### src/lseg_pkg.sv
`timescale 1ns / 1ps
`default_nettype none
// ----------------------------------------------------------------------------
// lseg_pkg
// Shared types, constants and the colour wheel for the LED strip effect
// generator.
// ----------------------------------------------------------------------------
package lseg_pkg;

	localparam int unsigned NUM_PIXELS_DEF = 16;
	localparam int unsigned INDEX_W        = 6;
	localparam int unsigned RGB_W          = 24;
	localparam int unsigned PADDR_W        = 3;

	localparam logic [2:0]       EFFECT_MODE_RST = 3'd1;
	localparam logic [RGB_W-1:0] SOLID_RGB_RST   = 24'hFF00FF;
	localparam logic [RGB_W-1:0] RGB_WHITE       = 24'hFFFFFF;
	localparam logic [RGB_W-1:0] RGB_BLACK       = 24'h000000;

	localparam logic REG_EFFECT_MODE = 1'b0;
	localparam logic REG_SOLID_RGB   = 1'b1;

	typedef enum logic [2:0] {
		MODE_BLACK         = 3'd0,
		MODE_SOLID         = 3'd1,
		MODE_WHEEL         = 3'd2,
		MODE_STROBE        = 3'd3,
		MODE_CHASE         = 3'd4,
		MODE_CHASE_RAINBOW = 3'd5
	} mode_t;

	function automatic logic [RGB_W-1:0] wheel(input logic [7:0] w);
		logic [7:0] v;
		logic [7:0] u;
		logic [9:0] t3;
		logic [7:0] t;
		logic [RGB_W-1:0] rgb;
		v = 8'd255 - w;
		if (v < 8'd85) begin
			u = v;
		end else if (v < 8'd170) begin
			u = v - 8'd85;
		end else begin
			u = v - 8'd170;
		end
		t3 = {1'b0, u, 1'b0} + {2'b00, u};
		t = t3[7:0];
		if (v < 8'd85) begin
			rgb = {8'd255 - t, 8'd0, t};
		end else if (v < 8'd170) begin
			rgb = {8'd0, t, 8'd255 - t};
		end else begin
			rgb = {t, 8'd255 - t, 8'd0};
		end
		return rgb;
	endfunction

endpackage
`default_nettype wire

### src/led_strip_effect_generator_top.sv
`timescale 1ns / 1ps
`default_nettype none
// ----------------------------------------------------------------------------
// led_strip_effect_generator_top
// Turns each frame tick into one colour item per pixel for the selected
// effect, with an APB-style register port for mode and solid colour.
// ----------------------------------------------------------------------------
// After its tick is accepted, the first pixel item of a frame passes through
// the pixel counter stage and then the output register. The pixel counter
// emits one pixel per cycle unless pixel_ready stalls the output; the next
// tick is taken in the cycle the last pixel of the current frame moves to
// the output register. A tick with frame_tick low is taken and emits nothing.
// Reset: effect_mode is solid, solid_rgb is magenta, animation state is zero.
module led_strip_effect_generator_top #(
	parameter int unsigned NUM_PIXELS = lseg_pkg::NUM_PIXELS_DEF
) (
	input  wire logic                        clk,
	input  wire logic                        arst_n,
	input  wire logic                        psel,
	input  wire logic                        penable,
	input  wire logic                        pwrite,
	input  wire logic [lseg_pkg::PADDR_W-1:0] paddr,
	input  wire logic [31:0]                 pwdata,
	output logic      [31:0]                 prdata,
	output logic                             pready,
	input  wire logic                        tick_valid,
	output logic                             tick_ready,
	input  wire logic                        frame_tick,
	output logic                             pixel_valid,
	input  wire logic                        pixel_ready,
	output logic [lseg_pkg::INDEX_W-1:0]     pixel_index,
	output logic [7:0]                       red,
	output logic [7:0]                       green,
	output logic [7:0]                       blue,
	output logic                             frame_last
);

	localparam int unsigned CNT_W = $clog2(NUM_PIXELS);
	localparam logic [CNT_W-1:0] LAST_PIX = CNT_W'(NUM_PIXELS - 1);

	logic [2:0]                  effect_mode_q;
	logic [lseg_pkg::RGB_W-1:0]  solid_rgb_q;
	logic [7:0]                  wheel_offset_q;
	logic [1:0]                  chase_phase_q;
	logic                        strobe_white_q;

	logic                        act_s1;
	logic [CNT_W-1:0]            pix_s1;
	logic [1:0]                  mod3_s1;
	logic [2:0]                  mode_s1;
	logic [lseg_pkg::RGB_W-1:0]  rgb_s1;
	logic [7:0]                  offset_s1;
	logic [1:0]                  phase_s1;
	logic                        strobe_s1;

	logic                        out_valid_q;
	logic [lseg_pkg::INDEX_W-1:0] out_index_q;
	logic [lseg_pkg::RGB_W-1:0]  out_rgb_q;
	logic                        out_last_q;

	logic                        cfg_wr;
	logic                        adv;
	logic                        pix_last;
	logic                        tick_acc;
	logic                        frame_start;
	logic                        lit;
	logic [8:0]                  chase_pos;
	logic [8:0]                  chase_pos_m;
	logic [lseg_pkg::RGB_W-1:0]  pix_rgb;

	// configuration port
	assign pready = 1'b1;
	assign cfg_wr = psel & penable & pwrite;

	always_comb begin
		unique case (paddr[2])
			lseg_pkg::REG_EFFECT_MODE: prdata = {29'd0, effect_mode_q};
			lseg_pkg::REG_SOLID_RGB:   prdata = {8'd0, solid_rgb_q};
			default:                   prdata = 32'd0;
		endcase
	end

	always_ff @(posedge clk or negedge arst_n) begin
		if (!arst_n) begin
			effect_mode_q <= lseg_pkg::EFFECT_MODE_RST;
			solid_rgb_q   <= lseg_pkg::SOLID_RGB_RST;
		end else if (cfg_wr) begin
			if (paddr[2] == lseg_pkg::REG_EFFECT_MODE) begin
				effect_mode_q <= pwdata[2:0];
			end else begin
				solid_rgb_q <= pwdata[lseg_pkg::RGB_W-1:0];
			end
		end
	end

	// handshake control
	assign adv         = !out_valid_q || pixel_ready;
	assign pix_last    = (pix_s1 == LAST_PIX);
	assign tick_ready  = !act_s1 || (pix_last && adv);
	assign tick_acc    = tick_valid && tick_ready;
	assign frame_start = tick_acc && frame_tick;

	// animation state, advanced as the frame is taken
	always_ff @(posedge clk or negedge arst_n) begin
		if (!arst_n) begin
			wheel_offset_q <= 8'd0;
			chase_phase_q  <= 2'd0;
			strobe_white_q <= 1'b0;
		end else if (frame_start) begin
			case (effect_mode_q)
				lseg_pkg::MODE_WHEEL:   wheel_offset_q <= wheel_offset_q + 8'd1;
				lseg_pkg::MODE_STROBE:  strobe_white_q <= !strobe_white_q;
				lseg_pkg::MODE_CHASE: begin
					chase_phase_q <= (chase_phase_q >= 2'd2) ? 2'd0 : chase_phase_q + 2'd1;
				end
				lseg_pkg::MODE_CHASE_RAINBOW: begin
					if (chase_phase_q >= 2'd2) begin
						chase_phase_q  <= 2'd0;
						wheel_offset_q <= wheel_offset_q + 8'd1;
					end else begin
						chase_phase_q <= chase_phase_q + 2'd1;
					end
				end
				default: ;
			endcase
		end
	end

	// pixel counter stage
	always_ff @(posedge clk or negedge arst_n) begin
		if (!arst_n) begin
			act_s1 <= 1'b0;
		end else if (tick_acc) begin
			act_s1 <= frame_tick;
		end else if (act_s1 && adv && pix_last) begin
			act_s1 <= 1'b0;
		end
	end

	always_ff @(posedge clk) begin
		if (frame_start) begin
			pix_s1    <= '0;
			mod3_s1   <= 2'd0;
			mode_s1   <= effect_mode_q;
			rgb_s1    <= solid_rgb_q;
			offset_s1 <= wheel_offset_q;
			phase_s1  <= chase_phase_q;
			strobe_s1 <= strobe_white_q;
		end else if (act_s1 && adv) begin
			pix_s1  <= pix_s1 + CNT_W'(1);
			mod3_s1 <= (mod3_s1 == 2'd2) ? 2'd0 : mod3_s1 + 2'd1;
		end
	end

	// pixel colour
	assign lit         = (mod3_s1 == phase_s1);
	assign chase_pos   = 9'(pix_s1) + {1'b0, offset_s1} - {7'd0, phase_s1};
	assign chase_pos_m = (chase_pos >= 9'd255) ? chase_pos - 9'd255 : chase_pos;

	always_comb begin
		case (mode_s1)
			lseg_pkg::MODE_SOLID:   pix_rgb = rgb_s1;
			lseg_pkg::MODE_WHEEL:   pix_rgb = lseg_pkg::wheel(8'(pix_s1) + offset_s1);
			lseg_pkg::MODE_STROBE: begin
				pix_rgb = strobe_s1 ? lseg_pkg::RGB_WHITE : lseg_pkg::RGB_BLACK;
			end
			lseg_pkg::MODE_CHASE:   pix_rgb = lit ? rgb_s1 : lseg_pkg::RGB_BLACK;
			lseg_pkg::MODE_CHASE_RAINBOW: begin
				pix_rgb = lit ? lseg_pkg::wheel(chase_pos_m[7:0]) : lseg_pkg::RGB_BLACK;
			end
			default:                pix_rgb = lseg_pkg::RGB_BLACK;
		endcase
	end

	// output register
	always_ff @(posedge clk or negedge arst_n) begin
		if (!arst_n) begin
			out_valid_q <= 1'b0;
		end else if (adv) begin
			out_valid_q <= act_s1;
		end
	end

	always_ff @(posedge clk) begin
		if (adv && act_s1) begin
			out_index_q <= lseg_pkg::INDEX_W'(pix_s1);
			out_rgb_q   <= pix_rgb;
			out_last_q  <= pix_last;
		end
	end

	assign pixel_valid = out_valid_q;
	assign pixel_index = out_index_q;
	assign red         = out_rgb_q[23:16];
	assign green       = out_rgb_q[15:8];
	assign blue        = out_rgb_q[7:0];
	assign frame_last  = out_last_q;

endmodule
`default_nettype wire
### config.mk
export PLATFORM = sky130hd
export DESIGN_NAME = led_strip_effect_generator_top
export DESIGN_NICKNAME = d
export VERILOG_FILES = /design/src/lseg_pkg.sv /design/src/led_strip_effect_generator_top.sv
export SDC_FILE = /design/constraint.sdc
export NUM_CORES = 1
export LEC_CHECK = 0
export ABC_AREA = 1
export BUFFER_PORTS_ARGS = -buffer_cell sky130_fd_sc_hd__buf_4
export CAP_MARGIN = 20
export CORE_MARGIN = 1
export CORE_UTILIZATION = 54
export DETAILED_ROUTE_END_ITERATION = 12
export GPL_TIMING_DRIVEN = 0
export PLACE_DENSITY_LB_ADDON = 0.1
export SYNTH_ARGS = -nofsm -noshare
export SYNTH_HDL_FRONTEND = slang
export SYNTH_SLANG_ARGS = --single-unit
### constraint.sdc
create_clock -name clk -period 15.4 [get_ports clk]
set_input_delay 0 -clock clk [delete_from_list [all_inputs] [get_ports clk]]
set_output_delay 0 -clock clk [all_outputs]
set_load 0.005 [all_outputs]
==> run_results.csv, run 1 <==
group,metric,value,unit
outcome,status,"finished, final reports clean",
global_route,grt.total_usage,24.85,%
synth,syn_inst,882,
detailed_routing,vias,6185,
cts,cts_sinks,113,
detailed_routing,ant_nets,0,
sta,setup_viol,0,
detailed_routing,vias_per_cell,5.082,
synth,synth-xor-area-share,4.794,%
global_route,gr-total-overflow,0,
floorplanning,start_util,55.28,%
flow_run,drv_cap,0,
synth,netlist_top_cells_area,"edfxtp_1, nand2_1, ha_1, dfrtp_1, inv_1",
worst_setup_path,slowest_delay,0.55,ns
layout,diodes,0,
worst_setup_path,crit_required,15.51,ns
detailed_routing,drt_iter0_drc,379,
cts,cts_buffer_depth,2,
worst_setup_path,critPathArrivalTime,6.23,ns
sta,period_needed,6.112,ns
sta,max_slew_margin,34.74,%
cts,numCtsBuffers,17,
placed_design,dp_hpwl,12.44,mm
layout,drive_gt1_share,21.99,%
synth,synth_area,7674,sq um
worst_setup_path,cp_slowest_cell,"fa_1",
worst_setup_path,worstPathMaxFanout,10,
global_route,grt_pass1_vias,5878,
cts,ctsRootBufferMaster,"clkbuf_16",
worst_hold_path,holdCritPathClass,"in -> reg",
synth,synthSimpleGateAreaFrac,23.79,%
global_route,antenna_found_initial,0,
synth,synthTopCellsByCount,"nand2_1, inv_1, edfxtp_1",
cts,cts_tree,"built",
sta,fin_crit_sh,39.69,%
placed_design,portBuffers,86,
synth,ys_seq_elements,113,
sta,worst_pin_slew,0.9714,ns
layout,synthToLayoutAreaGrowth,24.03,%
global_route,grt_pass1_wl,28.17,mm
sta,fin_setup_tns,0,ns
sta,timing.fmax,163.6,MHz
floorplanning,die_w,121.2,microns
worst_setup_path,path_class,"reg -> reg",
cts,post_cts_resized,0,
synth,yosysWarnings,0,
cts,clkTransAtPathRegs,0.05,ns
sta,rsz0062_at_grt,"false",
worst_setup_path,crit_top_cell,"inv_1",
placed_design,gp_congestion,0.8699,
synth,async_reset_ff_share,35.40,%
detailed_routing,routedWlPerCell,14.22,microns
detailed_routing,drc,0,
synth,synth-main-ff-cell,"edfxtp_1",
cts,clk_latency,0.41,ns
synth,yosys-mux-area-fraction,3.082,%
synth,synth_cell_types,55,
synth,yosysMostFrequentCell,"nand2_1",
sta,clock_skew,0.006180,ns
floorplanning,die-area,14690,sq um
synth,syn_avg_cell_area,8.700,sq um
floorplanning,fp.dieH,121.2,microns
synth,synth-adder-area-share,10.53,%
cts,cts_setup_buffers,0,
worst_setup_path,cp-start-kind,"flop",
synth,synth_edf_count,67,
synth,yosysSeqAreaShare,41.11,%
detailed_routing,finalWirelength,17.31,mm
cts,cts_max_level,4,
layout,nets,1128,
cts,hold_buffers,26,
synth,yosys.area.top_type,"edfxtp_1",
synth,synth_top_family_by_area,"simple AND/OR/NAND/NOR gates",
sta,finalHoldViolations,0,
sta,drv_slew,0,
layout,fillers,1111,
global_route,grt_max_degree,41,
floorplanning,core-area,13880,sq um
detailed_routing,drt-pass1-iter-count,5,
worst_setup_path,cp-end-kind,"flop",
floorplanning,rows,43,
synth,synth-compound-area-share,7.386,%
floorplanning,io_pins,109,
worst_setup_path,r2r_slack,9.29,ns
synth,synth_top_area_share,26.22,%
worst max-delay path, delay by kind of cell (launching register included):
kind | cells | cell delay, ns
xor gates and xnor gates | 2 | 0.46
DFF | 1 | 0.42
buffers and inverters | 7 | 0.68
and+or+nand+nor | 15 | 1.66
AOI/OAI and AO/OA | 5 | 0.62
adders and majority gates | 6 | 1.95
state kept, by name, indices dropped and copies added, names as in the netlist:
signal          flops
mod3_s1             2
mode_s1             3
rgb_s1             24
offset_s1           8
strobe_white_q      1
wheel_offset_q      8
pixel_valid         1
solid_rgb_q        24
out_rgb_q          24
pix_s1              4
frame_last          1
phase_s1            2
pixel_index         4
effect_mode_q       3
chase_phase_q       2
act_s1              1
strobe_s1           1
cells in the final DEF, fill, tap and decap left out, drive strengths merged, types with 17 or more instances in the layout:
cell / count
nand2: 235
inv: 142
buf: 107
nand3: 70
edfxtp: 67
ha: 55
nor2: 40
o21ai: 36
clkbuf: 36
xor2: 31
a21oi: 27
dlygate4sd3: 26
dfrtp: 23
mux2: 21
nand4: 20
dfstp: 17
metrics by stage:
step	setup slack [ns]	area, sq um	util (%)	hold slack, ns	cells
2_1_floorplan	10.07	7707	-	-0.2956	891
3_3_place_gp	9.325	8578	61.80	0.006716	1157
3_5_place_dp	9.309	8626	62.14	0.006809	1159
4_1_cts	9.266	9518	68.57	0.08148	1217
5_1_grt	8.761	9518	68.57	0.1467	1217
6_report	9.288	9518	68.57	0.08977	1217
area by class of cell:
| cell class | count | area, sq um | share of cell area (%) |
|---|---|---|---|
| multi-input cells | 607 | 3846 | 40.41 |
| flip-flops and latches | 113 | 3154 | 33.14 |
| repair buffers | 114 | 953.4 | 10.02 |
| clock buffers | 25 | 539.3 | 5.666 |
| inverters | 141 | 531.8 | 5.587 |
| well taps | 180 | 225.2 | 2.366 |
| plain buffers | 30 | 175.2 | 1.840 |
| clock inverters | 7 | 92.59 | 0.9728 |
layer usage:
| layer | part of all wire [%] | global-route usage [%] | vias up |
|---|---|---|---|
| met4 | 0.99 | 6.096 | 0 |
| met3 | 4.9 | 4.746 | 18 |
| li1 | - | - | 3170 |
| met5 | 0 | 0 | - |
| met2 | 47 | 41.43 | 142 |
| met1 | 47 | 33.30 | 2855 |
path summary, 6_finish.rpt:
| check | startpoint | end | cells past startpoint |
|---|---|---|---|
| max | pix_s1[1] | out_rgb_q[22] | 35 |
| min | penable | effect_mode_q[0] | 4 |
| max reg2reg | pix_s1[1] | out_rgb_q[22] | 35 |
| min reg2reg | wheel_offset_q[7] | wheel_offset_q[7] | 1 |
| max in group asynchronous | arst_n | effect_mode_q[0] | 2 |
| min in group asynchronous | arst_n | solid_rgb_q[11] | 2 |
logic make-up (layout without fill, tap and decap cells):
| family | Yosys count | count (layout) |
|---|---|---|
| flip-flops | 113 | 113 |
| XOR/XNOR | 39 | 39 |
| buffers and inverters | 171 | 317 |
| multiplexers | 21 | 21 |
| AO/OA/AOI/OAI | 93 | 93 |
| adder cells (fa/ha/maj) | 61 | 61 |
| other | 2 | 11 |
| AND/OR/NAND/NOR | 382 | 382 |
Power of run 1 is left out: the tool's default activity adds up to more than one toggle a clock period on the data nets, which glitch-free logic cannot reach.
==> run 2, diff against run 1 <==
==> constraint.sdc (replaced) <==
create_clock -name clk -period 6.42 [get_ports clk]
set_input_delay 0 -clock clk [delete_from_list [all_inputs] [get_ports clk]]
set_output_delay 0 -clock clk [all_outputs]
set_load 0.005 [all_outputs]
==> run 2 against run 1 <==
  * Largest cell class unchanged
  * Clock skew hardly changed
  * Routed wire length up 0.22%
  * Critical path depth rose by 1
==> run_results.csv, run 2 (synthesis results as in run 1) <==
group,metric,value,unit
worst_setup_path,crit_top_cell,"inv_1",
floorplanning,start_util,55.28,%
detailed_routing,routedWlPerCell,14.22,microns
layout,synthToLayoutAreaGrowth,24.47,%
worst_setup_path,cp-end-kind,"flop",
cts,numCtsBuffers,17,
cts,cts_sinks,113,
detailed_routing,drc,0,
layout,final_common_cell,"nand2_1",
sta,timing.fmax,166.7,MHz
worst_setup_path,worstPathMaxFanout,10,
detailed_routing,finalWirelength,17.34,mm
layout,multi_input_area,3856,sq um
cts,cts_tree,"built",
global_route,grt_pass1_wl,28.17,mm
sta,finalHoldViolations,0,
floorplanning,die-area,14690,sq um
placed_design,dp_hpwl,12.44,mm
layout,nets,1131,
worst_hold_path,whs_path_depth,4,
outcome,status,"finished, final reports clean",
cts,ctsRootBufferMaster,"clkbuf_16",
floorplanning,fp.dieH,121.2,microns
sta,drv_slew,0,
cts,clk_latency,0.40,ns
worst_setup_path,path_class,"reg -> reg",
worst_setup_path,cp_slowest_cell,"fa_1",
cts,cts_buffer_depth,2,
cts,cts_max_level,4,
worst_setup_path,crit_required,6.53,ns
worst_setup_path,reg2reg_depth,36,
layout,diodes,0,
flow_run,drv_cap,0,
global_route,grt.total_usage,24.85,%
worst_setup_path,slowest_delay,0.59,ns
layout,mostFrequentLayoutCells,"nand2_1, inv_1, buf_4",
layout,ff_latch_area,3156,sq um
layout,fillers,1107,
global_route,antenna_found_initial,0,
detailed_routing,vias_per_cell,5.094,
detailed_routing,drt-pass1-iter-count,5,
sta,max_slew_margin,34.87,%
floorplanning,die_w,121.2,microns
detailed_routing,drt_iter0_drc,386,
placed_design,placed_cell_area,8626,sq um
layout,largestRegisters,"out_rgb_q x24, rgb_s1 x24, solid_rgb_q x24",
worst_setup_path,critPathArrivalTime,6.11,ns
global_route,gr-total-overflow,0,
sta,period_needed,6.000,ns
layout,fin_area,9552,sq um
placed_design,portBuffers,86,
floorplanning,rows,43,
worst_setup_path,cp-start-kind,"flop",
floorplanning,io_pins,109,
sta,worst_pin_slew,0.9694,ns
cts,clkTransAtPathRegs,0.05,ns
sta,fin_crit_sh,93.46,%
worst_hold_path,holdCritPathClass,"in -> reg",
detailed_routing,vias,6215,
floorplanning,core-area,13880,sq um
layout,drive_gt1_share,22.60,%
placed_design,gp_congestion,0.8699,
sta,setup_viol,0,
sta,clock_skew,0.006093,ns
global_route,grt_pass1_vias,5878,
detailed_routing,ant_nets,0,
global_route,grt_max_degree,41,
[run 2: cell types whose count changed in the layout (fill, tap and decap cells not counted), sizes merged]
cell and delta:
buf +3
[run 2: area by class of cell]
class	count	share of cell area [%]
sequential	113	33.04
buffer	30	1.834
clock inverter	7	0.9693
inverter	141	5.567
timing repair buffer	117	10.22
multi-input combinational	607	40.37
clock buffer	25	5.646
tap	180	2.358
[run 2: what timing repair did]
action | CTS | global route
buffers inserted | 0 | 3
hold endpoints to repair | 68 | 0
setup endpoints to repair | 0 | 6
resized for setup | 0 | 4
hold buffers | 26 | 0
[run 2: final timing paths]
path | start | endpoint | slack, ns
max reg2reg | offset_s1[1] | out_rgb_q[22] | 0.42
min reg2reg | wheel_offset_q[7] | wheel_offset_q[7] | 0.46
max | offset_s1[1] | out_rgb_q[22] | 0.42
min | penable | effect_mode_q[0] | 0.09
max in group asynchronous | arst_n | effect_mode_q[0] | 5.94
min in group asynchronous | arst_n | solid_rgb_q[11] | 0.11
[run 2: stage by stage]
step	utilization [%]	hold WS (ns)	setup WS, ns	setup TNS [ns]	std cells
2_1_floorplan	-	-0.2956	1.094	0	891
3_3_place_gp	61.80	0.006716	0.3451	0	1157
3_5_place_dp	62.14	0.006809	0.3292	0	1159
4_1_cts	68.57	0.08148	0.2863	0	1217
5_1_grt	68.81	0.1467	-0.03098	-0.05412	1220
6_report	68.81	0.09061	0.4198	0	1220
[run 2: critical path: cells and delay by family, from the launching register on]
family,cells,cell delay [ns]
xor+xnor,2,0.48
buf+inv,7,0.64
fa+ha+maj,6,2.07
simple gates,16,1.50
flops,1,0.38
compound gates,5,0.61
[run 2: per-layer routing]
layer	GRT usage (%)	share of wire, %	up-vias	wire length [microns]
li1	-	-	3173	-
met4	6.096	1.0	0	174
met3	4.746	4.7	19	820
met2	41.43	48	140	8272
met5	0	0	-	0
met1	33.30	47	2883	8076
Power of run 2 is left out for the same reason.
==> run 3, diff against run 2 <==
--- a/config.mk
+++ b/config.mk
@@ -8,8 +8,9 @@
 export ABC_AREA = 1
 export BUFFER_PORTS_ARGS = -buffer_cell sky130_fd_sc_hd__buf_4
 export CAP_MARGIN = 20
-export CORE_MARGIN = 1
-export CORE_UTILIZATION = 54
+export CELL_PAD_IN_SITES_DETAIL_PLACEMENT = 2
+export CELL_PAD_IN_SITES_GLOBAL_PLACEMENT = 2
+export CORE_UTILIZATION = 35
 export DETAILED_ROUTE_END_ITERATION = 12
 export GPL_TIMING_DRIVEN = 0
 export PLACE_DENSITY_LB_ADDON = 0.1
==> run 3 against run 2 <==
  * Sequential share of layout area fell by 0.49 points
  * Register-to-register slack got worse by 0.04 ns
  * Via count rose by 5.8%
  * Critical path depth rose by 2
  * Flip-flop and latch count did not move
  * Maximum frequency fell by 0.65%
  * Final cell count rose by 8.0%
  * Clock skew rose by 0.010 ns
==> run_results.csv, run 3 (synthesis results as in run 1) <==
group,metric,value,unit
detailed_routing,drt-pass1-iter-count,4,
sta,finalHoldViolations,0,
layout,final_util,45.58,%
worst_setup_path,r2r_slack,0.38,ns
global_route,grt_pass1_wl,40.59,mm
worst_setup_path,cp_slowest_cell,"fa_2",
cts,cts_buffer_depth,2,
sta,fin_crit_sh,94.07,%
detailed_routing,routedWlPerCell,19.55,microns
sta,setup_viol,0,
layout,nets,1133,
detailed_routing,vias,6575,
detailed_routing,finalWirelength,25.75,mm
worst_setup_path,critPathArrivalTime,6.15,ns
layout,mostFrequentLayoutCells,"nand2_1, inv_1, buf_4",
global_route,grt_max_degree,41,
floorplanning,fp.dieH,150.1,microns
detailed_routing,drc,0,
worst_setup_path,cp-endpoint,"out_rgb_q[22]",
worst_hold_path,holdCritPathClass,"in -> async",
cts,cts_sinks,113,
worst_setup_path,crit_required,6.53,ns
floorplanning,die_w,150.1,microns
cts,ctsRootBufferMaster,"clkbuf_16",
sta,hold_ws,0.08912,ns
floorplanning,rows,53,
placed_design,pre_cts_ws,-0.1125,ns
sta,timing.fmax,165.6,MHz
layout,largestRegisters,"out_rgb_q x24, rgb_s1 x24, solid_rgb_q x24",
sta,period_needed,6.039,ns
worst_setup_path,slowest_delay,0.54,ns
worst_setup_path,cp-start-kind,"flop",
worst_setup_path,r2r_end,"out_rgb_q[22]",
cts,cts_tree,"built",
floorplanning,start_util,36.05,%
outcome,status,"finished, final reports clean",
layout,diodes,0,
layout,synthToLayoutAreaGrowth,26.43,%
sta,max_slew_margin,41.23,%
floorplanning,io_pins,109,
sta,setup_slack,0.3805,ns
cts,clk_latency,0.42,ns
layout,fin_area,9702,sq um
global_route,grt_pass1_vias,7302,
sta,worst_pin_slew,0.8803,ns
worst_setup_path,cp-end-kind,"flop",
global_route,antenna_found_initial,0,
sta,drv_slew,0,
placed_design,gp_congestion,0.7747,
worst_setup_path,path_class,"reg -> reg",
worst_setup_path,critPathLaunch,"phase_s1[0]",
floorplanning,die-area,22520,sq um
global_route,grt.total_usage,24.06,%
detailed_routing,drt_iter0_drc,243,
worst_setup_path,worstReg2RegStart,"phase_s1[0]",
worst_setup_path,reg2reg_depth,38,
global_route,gr-total-overflow,0,
cts,clkTransAtPathRegs,0.07,ns
layout,final_common_cell,"nand2_1",
floorplanning,core-area,21290,sq um
detailed_routing,ant_nets,0,
placed_design,dp_hpwl,18.48,mm
worst_setup_path,crit_top_cell,"inv_1",
flow_run,drv_cap,0,
layout,drive_gt1_share,23.99,%
cts,numCtsBuffers,17,
cts,cts_max_level,4,
sta,clock_skew,0.01650,ns
placed_design,portBuffers,86,
worst_setup_path,worstPathMaxFanout,13,
detailed_routing,vias_per_cell,4.992,
placed_design,placed_cell_area,8725,sq um
[run 3: cell type report]
cell class	instances	area [sq um]
fill	2349	11580
multi-input combinational	607	3905
sequential	113	3158
timing repair buffer	120	985.9
inverter	141	531.8
clock buffer	18	429.2
tap	275	344.1
clock inverter	14	178.9
buffer	29	168.9
[run 3: routing by layer]
metal | vias to the layer above | wire [microns] | part of all wire, % | GRT usage, %
met3 | 18 | 768 | 3.0 | 3.841
met1 | 3256 | 11360 | 44 | 29.87
li1 | 3177 | - | - | -
met5 | - | 0 | 0 | 0
met4 | 0 | 347 | 1.3 | 5.657
met2 | 124 | 13270 | 52 | 43.31
[run 3: repair_timing]
action,in CTS,in global routing
endpoints found under the setup margin,6,12
pin swaps,1,5
buffers inserted,0,6
gates resized for setup,3,13
hold endpoints to repair,68,0
hold buffers,26,0
[run 3: per-stage QoR]
step	cells	TNS, ns
after detailed placement	1253	-0.4118
after global placement	1252	0
after floorplan	891	0
final	1317	0
after global routing	1317	-0.1225
after CTS	1311	0
[run 3: critical path, delay by kind of cell, from the launching register on]
kind / cells / cell delay [ns]
xor gates and xnor gates: 2 / 0.31
and+or+nand+nor: 17 / 1.72
buffers and inverters: 8 / 0.69
DFF: 1 / 0.44
adders and majority gates: 7 / 1.95
AOI/OAI and AO/OA: 4 / 0.59
[run 3: worst min path at each step]
stage,end,slack (ns),cells past startpoint
after CTS,effect_mode_q[0],0.11,4
after detailed placement,solid_rgb_q[14],0.03,1
after global routing,solid_rgb_q[14],0.14,2
after floorplan,act_s1,-0.30,0
final,solid_rgb_q[14],0.09,2
after global placement,solid_rgb_q[14],0.03,1
Power of run 3 is left out for the same reason.
